### src/rtl/hsvlc_pkg.sv
// shared types and constants for the hsv light color controller
`default_nettype none

package hsvlc_pkg;

    // attribute opcodes
    localparam logic [1:0] OP_ONOFF = 2'd0;
    localparam logic [1:0] OP_LEVEL = 2'd1;
    localparam logic [1:0] OP_HUE   = 2'd2;
    localparam logic [1:0] OP_SAT   = 2'd3;

    // attribute values after reset
    localparam logic [7:0] RESET_LEVEL = 8'd128;
    localparam logic [7:0] RESET_HUE   = 8'd0;
    localparam logic [7:0] RESET_SAT   = 8'd254;

    // default depth of the queue between front and back
    localparam int QDEPTH = 2;

    // deg = h*360/254 as h*ceil(2^23*180/127)>>23, exact for 8-bit h
    localparam logic [23:0] DEG_RECIP = 24'd11889366;
    localparam int          DEG_SHIFT = 23;
    localparam int          DEG_W     = 9;

    // region = deg/60 as deg*547>>15, exact for deg up to 361
    localparam logic [9:0]  REG_RECIP = 10'd547;
    localparam int          REG_SHIFT = 15;
    localparam int          REG_W     = 3;

    localparam logic [8:0]  REGION_SPAN = 9'd60;
    localparam logic [7:0]  FULL_SCALE  = 8'd255;

    // attribute snapshot handed from front to back
    typedef struct packed {
        logic       lamp_on;
        logic [7:0] level;
        logic [7:0] hue;
        logic [7:0] sat;
    } t_snap;

endpackage

`default_nettype wire

### src/rtl/hsvlc_if.sv
// handshake channels: attribute writes in, colors out
`default_nettype none

interface hsvlc_attr_if;
    logic       valid;
    logic       ready;
    logic [1:0] opcode;
    logic [7:0] attr_value;

    modport source (output valid, output opcode, output attr_value, input ready);
    modport sink   (input valid, input opcode, input attr_value, output ready);
endinterface

interface hsvlc_color_if;
    logic       valid;
    logic       ready;
    logic [7:0] red;
    logic [7:0] green;
    logic [7:0] blue;

    modport source (output valid, output red, output green, output blue, input ready);
    modport sink   (input valid, input red, input green, input blue, output ready);
endinterface

`default_nettype wire

### src/rtl/hsvlc_front.sv
// front end: takes attribute writes, keeps the attributes, queues snapshots
`default_nettype none

module hsvlc_front (
    input  wire              i_clk,
    input  wire              i_rst_n,
    hsvlc_attr_if.sink       i_attr,
    input  wire              i_full,
    output logic             o_push,
    output hsvlc_pkg::t_snap o_snap
);

    hsvlc_pkg::t_snap r_attr;
    hsvlc_pkg::t_snap n_attr;
    logic             accept;

    assign i_attr.ready = !i_full;
    assign accept       = i_attr.valid && !i_full;

    always_comb begin
        n_attr = r_attr;
        if (accept) begin
            unique case (i_attr.opcode)
                hsvlc_pkg::OP_ONOFF: n_attr.lamp_on = (i_attr.attr_value != 8'd0);
                hsvlc_pkg::OP_LEVEL: n_attr.level   = i_attr.attr_value;
                hsvlc_pkg::OP_HUE:   n_attr.hue     = i_attr.attr_value;
                hsvlc_pkg::OP_SAT:   n_attr.sat     = i_attr.attr_value;
                default:             n_attr         = r_attr;
            endcase
        end
    end

    always_ff @(posedge i_clk) begin
        if (!i_rst_n) begin
            r_attr.lamp_on <= 1'b0;
            r_attr.level   <= hsvlc_pkg::RESET_LEVEL;
            r_attr.hue     <= hsvlc_pkg::RESET_HUE;
            r_attr.sat     <= hsvlc_pkg::RESET_SAT;
        end else begin
            r_attr <= n_attr;
        end
    end

    // every write yields a color from the updated attributes
    assign o_push = accept;
    assign o_snap = n_attr;

endmodule

`default_nettype wire

### src/rtl/hsvlc_queue.sv
// small fifo of attribute snapshots between front and back
`default_nettype none

module hsvlc_queue #(
    parameter int DEPTH = hsvlc_pkg::QDEPTH
) (
    input  wire              i_clk,
    input  wire              i_rst_n,
    input  wire              i_push,
    input  hsvlc_pkg::t_snap i_data,
    output logic             o_full,
    input  wire              i_pop,
    output logic             o_valid,
    output hsvlc_pkg::t_snap o_data
);

    localparam int PTR_W = (DEPTH > 1) ? $clog2(DEPTH) : 1;
    localparam int CNT_W = $clog2(DEPTH + 1);
    localparam logic [PTR_W-1:0] LAST = PTR_W'(DEPTH - 1);
    localparam logic [CNT_W-1:0] FULL = CNT_W'(DEPTH);

    hsvlc_pkg::t_snap r_mem [DEPTH];
    logic [PTR_W-1:0] r_wr;
    logic [PTR_W-1:0] r_rd;
    logic [CNT_W-1:0] r_cnt;
    logic             do_push;
    logic             do_pop;

    assign o_full  = (r_cnt == FULL);
    assign o_valid = (r_cnt != '0);
    assign do_push = i_push && !o_full;
    assign do_pop  = i_pop && o_valid;
    assign o_data  = r_mem[r_rd];

    always_ff @(posedge i_clk) begin
        if (do_push) begin
            r_mem[r_wr] <= i_data;
        end
    end

    always_ff @(posedge i_clk) begin
        if (!i_rst_n) begin
            r_wr  <= '0;
            r_rd  <= '0;
            r_cnt <= '0;
        end else begin
            if (do_push) begin
                r_wr <= (r_wr == LAST) ? '0 : r_wr + 1'b1;
            end
            if (do_pop) begin
                r_rd <= (r_rd == LAST) ? '0 : r_rd + 1'b1;
            end
            if (do_push && !do_pop) begin
                r_cnt <= r_cnt + 1'b1;
            end else if (do_pop && !do_push) begin
                r_cnt <= r_cnt - 1'b1;
            end
        end
    end

endmodule

`default_nettype wire

### src/rtl/hsvlc_back.sv
// back end: sequenced hsv to rgb conversion and the output register
`default_nettype none

module hsvlc_back (
    input  wire              i_clk,
    input  wire              i_rst_n,
    input  wire              i_valid,
    input  hsvlc_pkg::t_snap i_data,
    output logic             o_pop,
    hsvlc_color_if.source    o_color
);

    localparam logic [2:0] S_IDLE = 3'd0;
    localparam logic [2:0] S_DEG  = 3'd1;
    localparam logic [2:0] S_REG  = 3'd2;
    localparam logic [2:0] S_FRAC = 3'd3;
    localparam logic [2:0] S_SF   = 3'd4;
    localparam logic [2:0] S_QT   = 3'd5;
    localparam logic [2:0] S_WB   = 3'd6;

    localparam int DW = hsvlc_pkg::DEG_W;
    localparam int RW = hsvlc_pkg::REG_W;

    logic [2:0]       r_state;
    logic [2:0]       n_state;
    hsvlc_pkg::t_snap r_snap;
    logic [DW-1:0]    r_deg;
    logic [RW-1:0]    r_region;
    logic [7:0]       r_frac;
    logic [7:0]       r_p;
    logic [7:0]       r_sf;
    logic [7:0]       r_st;
    logic [7:0]       r_q;
    logic [7:0]       r_t;
    logic             r_out_valid;
    logic [7:0]       r_red;
    logic [7:0]       r_green;
    logic [7:0]       r_blue;

    logic             wb_fire;
    logic             load;
    logic [31:0]      deg_prod;
    logic [18:0]      reg_prod;
    logic [8:0]       rem_full;
    logic [9:0]       frac_prod;
    logic [15:0]      p_prod;
    logic [15:0]      sf_prod;
    logic [15:0]      st_prod;
    logic [15:0]      q_prod;
    logic [15:0]      t_prod;
    logic [7:0]       n_red;
    logic [7:0]       n_green;
    logic [7:0]       n_blue;

    assign wb_fire = (r_state == S_WB) && (!r_out_valid || o_color.ready);
    assign load    = i_valid && ((r_state == S_IDLE) || wb_fire);
    assign o_pop   = load;

    always_comb begin
        n_state = r_state;
        unique case (r_state)
            S_IDLE:  n_state = i_valid ? S_DEG : S_IDLE;
            S_DEG:   n_state = S_REG;
            S_REG:   n_state = S_FRAC;
            S_FRAC:  n_state = S_SF;
            S_SF:    n_state = S_QT;
            S_QT:    n_state = S_WB;
            S_WB:    n_state = wb_fire ? (i_valid ? S_DEG : S_IDLE) : S_WB;
            default: n_state = S_IDLE;
        endcase
    end

    // constant multiplies by reciprocals stand in for the divides
    assign deg_prod  = 32'(r_snap.hue) * 32'(hsvlc_pkg::DEG_RECIP);
    assign reg_prod  = 19'(r_deg) * 19'(hsvlc_pkg::REG_RECIP);
    assign rem_full  = r_deg - 9'(r_region) * hsvlc_pkg::REGION_SPAN;
    assign frac_prod = 10'(rem_full[5:0]) * 10'd17;
    assign p_prod    = 16'(r_snap.level) * 16'(hsvlc_pkg::FULL_SCALE - r_snap.sat);
    assign sf_prod   = 16'(r_snap.sat) * 16'(r_frac);
    assign st_prod   = 16'(r_snap.sat) * 16'(hsvlc_pkg::FULL_SCALE - r_frac);
    assign q_prod    = 16'(r_snap.level) * 16'(hsvlc_pkg::FULL_SCALE - r_sf);
    assign t_prod    = 16'(r_snap.level) * 16'(hsvlc_pkg::FULL_SCALE - r_st);

    always_comb begin
        case (r_region)
            3'd0:    begin n_red = r_snap.level; n_green = r_t;          n_blue = r_p;          end
            3'd1:    begin n_red = r_q;          n_green = r_snap.level; n_blue = r_p;          end
            3'd2:    begin n_red = r_p;          n_green = r_snap.level; n_blue = r_t;          end
            3'd3:    begin n_red = r_p;          n_green = r_q;          n_blue = r_snap.level; end
            3'd4:    begin n_red = r_t;          n_green = r_p;          n_blue = r_snap.level; end
            // region 6 (hue at the top of the range) folds into region 5
            default: begin n_red = r_snap.level; n_green = r_p;          n_blue = r_q;          end
        endcase
        if (!r_snap.lamp_on) begin
            n_red   = 8'd0;
            n_green = 8'd0;
            n_blue  = 8'd0;
        end
    end

    always_ff @(posedge i_clk) begin
        if (!i_rst_n) begin
            r_state     <= S_IDLE;
            r_out_valid <= 1'b0;
        end else begin
            r_state <= n_state;
            if (wb_fire) begin
                r_out_valid <= 1'b1;
            end else if (o_color.ready) begin
                r_out_valid <= 1'b0;
            end
        end
    end

    always_ff @(posedge i_clk) begin
        if (load) begin
            r_snap <= i_data;
        end
        if (r_state == S_DEG) begin
            r_deg <= deg_prod[hsvlc_pkg::DEG_SHIFT +: DW];
        end
        if (r_state == S_REG) begin
            r_region <= reg_prod[hsvlc_pkg::REG_SHIFT +: RW];
        end
        if (r_state == S_FRAC) begin
            r_frac <= frac_prod[9:2];
            r_p    <= p_prod[15:8];
        end
        if (r_state == S_SF) begin
            r_sf <= sf_prod[15:8];
            r_st <= st_prod[15:8];
        end
        if (r_state == S_QT) begin
            r_q <= q_prod[15:8];
            r_t <= t_prod[15:8];
        end
        if (wb_fire) begin
            r_red   <= n_red;
            r_green <= n_green;
            r_blue  <= n_blue;
        end
    end

    assign o_color.valid = r_out_valid;
    assign o_color.red   = r_red;
    assign o_color.green = r_green;
    assign o_color.blue  = r_blue;

endmodule

`default_nettype wire

### src/rtl/hsv_light_color_controller_core.sv
// top level of the hsv light color controller
`default_nettype none

// Every attribute write (on/off, level, hue or saturation) on i_attr yields
// exactly one color beat on o_color, computed from all four attributes as
// they stand after that write; the color is black while the lamp is off.
// The front end updates the attributes in the cycle a write is taken and
// queues a snapshot (QUEUE_DEPTH entries), so writes are taken back to back
// until the queue fills. The back end converts one snapshot at a time in a
// six-step sequence (hue to degrees, region, in-region fraction, the
// saturation products, the level products, write-back into the output
// register) and takes no new snapshot before that write-back, which
// waits while the output register holds a color not yet taken.
// A finished color waits in the output register while the next conversion
// proceeds up to its write-back.
module hsv_light_color_controller_core #(
    parameter int QUEUE_DEPTH = hsvlc_pkg::QDEPTH
) (
    input  wire           i_clk,
    input  wire           i_rst_n,
    hsvlc_attr_if.sink    i_attr,
    hsvlc_color_if.source o_color
);

    logic             push;
    logic             full;
    logic             pop;
    logic             q_valid;
    hsvlc_pkg::t_snap push_snap;
    hsvlc_pkg::t_snap pop_snap;

    hsvlc_front u_front (
        .i_clk   (i_clk),
        .i_rst_n (i_rst_n),
        .i_attr  (i_attr),
        .i_full  (full),
        .o_push  (push),
        .o_snap  (push_snap)
    );

    hsvlc_queue #(
        .DEPTH (QUEUE_DEPTH)
    ) u_queue (
        .i_clk   (i_clk),
        .i_rst_n (i_rst_n),
        .i_push  (push),
        .i_data  (push_snap),
        .o_full  (full),
        .i_pop   (pop),
        .o_valid (q_valid),
        .o_data  (pop_snap)
    );

    hsvlc_back u_back (
        .i_clk   (i_clk),
        .i_rst_n (i_rst_n),
        .i_valid (q_valid),
        .i_data  (pop_snap),
        .o_pop   (pop),
        .o_color (o_color)
    );

endmodule

`default_nettype wire

### src/flat_wrapper.sv
// flat-port wrapper written by rule: the top's interface ports become plain ports
module hsv_light_color_controller_core_flat 
#(
    parameter int QUEUE_DEPTH = hsvlc_pkg::QDEPTH
)
  (i_clk, i_rst_n, i_attr_valid, i_attr_opcode, i_attr_attr_value, i_attr_ready, o_color_valid, o_color_red, o_color_green, o_color_blue, o_color_ready);
  hsvlc_attr_if i_attr_i ();
  hsvlc_color_if o_color_i ();
  input  wire i_clk;
  input  wire i_rst_n;
  input wire logic [$bits(i_attr_i.valid)-1:0] i_attr_valid;
  input wire logic [$bits(i_attr_i.opcode)-1:0] i_attr_opcode;
  input wire logic [$bits(i_attr_i.attr_value)-1:0] i_attr_attr_value;
  output wire logic [$bits(i_attr_i.ready)-1:0] i_attr_ready;
  output wire logic [$bits(o_color_i.valid)-1:0] o_color_valid;
  output wire logic [$bits(o_color_i.red)-1:0] o_color_red;
  output wire logic [$bits(o_color_i.green)-1:0] o_color_green;
  output wire logic [$bits(o_color_i.blue)-1:0] o_color_blue;
  input wire logic [$bits(o_color_i.ready)-1:0] o_color_ready;
  assign i_attr_i.valid = i_attr_valid;
  assign i_attr_i.opcode = i_attr_opcode;
  assign i_attr_i.attr_value = i_attr_attr_value;
  assign i_attr_ready = i_attr_i.ready;
  assign o_color_valid = o_color_i.valid;
  assign o_color_red = o_color_i.red;
  assign o_color_green = o_color_i.green;
  assign o_color_blue = o_color_i.blue;
  assign o_color_i.ready = o_color_ready;
  hsv_light_color_controller_core #(.QUEUE_DEPTH(QUEUE_DEPTH)) u_core (.i_clk(i_clk), .i_rst_n(i_rst_n), .i_attr(i_attr_i), .o_color(o_color_i));
endmodule
### config.mk
export PLATFORM = sky130hd
export DESIGN_NAME = hsv_light_color_controller_core_flat
export DESIGN_NICKNAME = d
export VERILOG_FILES = /design/src/rtl/hsvlc_pkg.sv /design/src/rtl/hsvlc_if.sv /design/src/rtl/hsvlc_front.sv /design/src/rtl/hsvlc_queue.sv /design/src/rtl/hsvlc_back.sv /design/src/rtl/hsv_light_color_controller_core.sv /design/src/flat_wrapper.sv
export SDC_FILE = /design/constraint.sdc
export NUM_CORES = 1
export LEC_CHECK = 0
export CAP_MARGIN = 20
export CORE_UTILIZATION = 40
export DETAILED_ROUTE_END_ITERATION = 10
export DONT_BUFFER_PORTS = 1
export GPL_TIMING_DRIVEN = 0
export PLACE_DENSITY = 0.65
export SYNTH_ARGS = -nofsm -noshare
export SYNTH_HDL_FRONTEND = slang
export SYNTH_SLANG_ARGS = --single-unit
export TNS_END_PERCENT = 30
### constraint.sdc
create_clock -name i_clk -period 9.2 [get_ports i_clk]
set_input_delay 1.84 -clock i_clk [delete_from_list [all_inputs] [get_ports i_clk]]
set_output_delay 1.84 -clock i_clk [all_outputs]
set_load 0.05 [all_outputs]
==> run metrics <==
# DRC=0; Critical R2R Capture=u_core.u_back.r_sf[6]$_DFFE_PN_; post-CTS setup buffer count=0; fin crit share=61.7%; #FFs+latches synth=192; die width=228 um; largest area contributor in the netlist=edfxtp_1; largest net degree at the start of global routing=26; dominant cells by area after synthesis=edfxtp_1 (23%), fa_1 (21%), ha_1 (17%); Worst Min Path Start=u_core.u_queue.r_cnt[1]$_SDFFE_PN0P_; routed length on met3=slightly above 2 mm; Avg Synthesized Cell Area=between 10 and 15 sq um; DR top layer=met4; Post-CTS Hold Fix Bufs=0; Final setup viols=0; later-pin clock latency in the skew report=0.46 ns; average vias per placed instance=around 5; Hold WC Path Type=flop to flop; run status=complete, no violations; relative max-transition margin=43.7%; Layout Area Growth over Synthesis=7.76%; initial antenna violation count=0; startpoint types=flop; Top cell by count, worst path=fa_1; Syn. warnings=0; CP endpoint kind=flop; TritonCTS buffer count=17; f_max=approximately 180 MHz; Max stage delay on crit path=roughly 0.53 ns; GR Overflow Total=0; M1 WL=~20 mm; first-pass GRT wire length=around 73 mm; Post-CTS Resized=0; sequential share of the synthesized area=26.7%; Max Cap Viol=0; fraction of final layout cells sized beyond drive strength 1=3.50%; clock root buffer=clkbuf_16; Max FO, Critical Path=10; die height=228 um; CP bufs+invs=5; Worst-Margin Slew=between 0.8 and 0.9 ns; RSZ-0062 raised after global routing=false; Post-synth EDFFs=approximately 160; Placer Congestion=0.906; final design utilization=43.7%; Starting Density=40.6%; Register-to-Register Path Depth=18; Pre-antenna DRT Iters=8; Crit path required time=9.40 ns; IO Pins=40; Setup crit start=u_core.u_back.r_snap[0]$_DFFE_PP_; DP Wirelength=36.2 mm; Clock Path Buffers=2; worst reg-to-reg setup slack=approximately 3.5 ns; H-Tree Depth=4; initial drt markers=892; clock tree from TritonCTS=yes; Hold Vio Cnt, Final=0; ant diodes=0; most frequent cells in the layout=inv_1 (369), ha_1 (272), fa_1 (215); worst-path cell chain=clkbuf_1 > clkbuf_1 > nand2_1 > fa_1 > fa_1 > inv_1 > fa_1 > inv_1 > fa_1 > inv_1 > ha_1 > or3_1 > a311oi_1 > o31ai_1 > a21oi_1 > nand2b_1 > a211oi_1 > nor2_1; clk slew on worst S/H paths=0.08 ns; library cells used by synthesis=71; Final min period=approximately 5.7 ns; CTS Sinks=192; clk_skew=0.0143 ns; Mapped Area=20400 sq um; setup TNS=0 ns; Worst Setup EP=u_core.u_back.r_sf[6]$_DFFE_PN_; vias in the first global route=~14000; DR vias=13399; Syn Nets=2436; Final ANT Viol Nets=0; most common cell after layout, fill and taps aside=inv_1; drt total wl=44.7 mm; CP top delay family=adder cells; Mapped Cells=1935; instance count on the critical path=18; met2 wire len=between 20 and 25 mm; row count=82; nets=2461; data arrival time of the worst path=5.88 ns; die area=51800 sq um; share of Yosys cell area claimed by the top area cell type=23.4%; Crit-path slowest cell=fa_1; PortBufs=0; crit path kind=flop to flop; RR Startpoint=u_core.u_back.r_snap[0]$_DFFE_PP_; FFs w/ async S/R, synth=0%; total track usage=18.2%; Core ar.=50200 sq um; routed len/inst=between 15 and 20 um; Slew Viols, Final=0; Synth Flop Type=edfxtp_1
-- registers in the layout, indices dropped and copies added (netlist names), 2 cells and up --
signal / count
u_core.u_front.r_attr: 25
u_core.u_back.r_st: 8
u_core.u_queue.r_mem: 50
u_core.u_back.r_state: 3
u_core.u_back.r_q: 8
u_core.u_back.r_deg: 9
u_core.u_back.r_snap: 25
u_core.u_back.o_color.blue: 8
u_core.u_back.o_color.green: 8
u_core.u_queue.r_cnt: 2
u_core.u_back.r_p: 8
u_core.u_back.r_frac: 8
u_core.u_back.r_t: 8
u_core.u_back.r_sf: 8
u_core.u_back.o_color.red: 8
u_core.u_back.r_region: 3
-- synthesized netlist by cell type, drive strengths merged, types with 9 or more instances --
| cell | count |
|---|---|
| dfxtp | 33 |
| and2 | 75 |
| nor2b | 175 |
| nand2 | 42 |
| xor2 | 29 |
| a21oi | 45 |
| a21o | 19 |
| nand2b | 96 |
| a21boi | 10 |
| inv | 371 |
| nor2 | 51 |
| o21ai | 21 |
| a22o | 10 |
| fa | 215 |
| mux2 | 51 |
| clkbuf | 56 |
| a222oi | 16 |
| a221oi | 9 |
| xnor2 | 36 |
| ha | 272 |
| nor3 | 15 |
| o21a | 12 |
| edfxtp | 159 |
| or2 | 11 |
-- metrics by stage --
| stage | instance area, sq um | hold WS (ns) | worst slack (ns) | cells |
|---|---|---|---|---|
| floorplan | 20400 | 0.472 | 4.34 | 1935 |
| global route | 21900 | 0.544 | 3.19 | 2645 |
| CTS | 21900 | 0.530 | 3.53 | 2644 |
| detailed placement | 21300 | 0.513 | 3.55 | 2612 |
| finish | 21900 | 0.525 | 3.52 | 2645 |
| global placement | 21200 | 0.487 | 3.51 | 2607 |
-- metal layers --
| layer | track usage, % | vias up |
|---|---|---|
| met5 | 0 | - |
| met4 | 4.50 | 0 |
| met3 | 2.96 | 44 |
| met2 | 30.9 | 307 |
| met1 | 24.0 | 6659 |
| li1 | - | 6389 |
-- cell families (layout without fill, tap and decap cells) --
family                   count (synthesis)  after routing  share of synthesized area (%)
buffers and inverters                  431            469                           7.96
AND/OR/NAND/NOR                        504            504                           14.4
adder cells (fa/ha/maj)                489            489                           37.9
XOR/XNOR                                65             65                           2.80
AO/OA/AOI/OAI                          202            202                           7.30
multiplexers                            52             52                           2.87
flip-flops                             192            192                           26.7
-- how the worst min path moves through the flow --
stage	slack [ns]	to	cells after the start
3_5_place_dp	0.51	u_core.u_back.r_snap[21]$_DFFE_PP_	1
5_1_grt	0.54	u_core.u_back.r_snap[21]$_DFFE_PP_	1
3_3_place_gp	0.49	u_core.u_queue.r_cnt[1]$_SDFFE_PN0P_	2
2_1_floorplan	0.47	u_core.u_queue.r_cnt[1]$_SDFFE_PN0P_	2
4_1_cts	0.53	u_core.u_queue.r_cnt[1]$_SDFFE_PN0P_	2
6_report	0.52	u_core.u_queue.r_cnt[1]$_SDFFE_PN0P_	2
-- worst register-to-register path, stage by stage (launching register included) --
cell and delay (ns):
edfxtp_1 0.41, clkbuf_1 0.41, clkbuf_1 0.39, nand2_1 0.12
fa_1 0.46, fa_1 0.48, inv_1 0.06, fa_1 0.53
inv_1 0.05, fa_1 0.52, inv_1 0.04, ha_1 0.19
or3_1 0.41, a311oi_1 0.39, o31ai_1 0.22, a21oi_1 0.28
nand2b_1 0.12, a211oi_1 0.24, nor2_1 0.09
-- area by class of cell --
class                   count  area (sq um)
plain buffers              60           228
clock buffers              17           425
clock inverters            15           194
fillers                  4627         28200
inverters                 371          1390
multi-input cells        1312         13300
flip-flops and latches    192          5440
well taps                 672           841
repair buffers              6           110
Power is not shown: default switching activity piles up to over one toggle a cycle in this logic, so the estimate is an artifact.
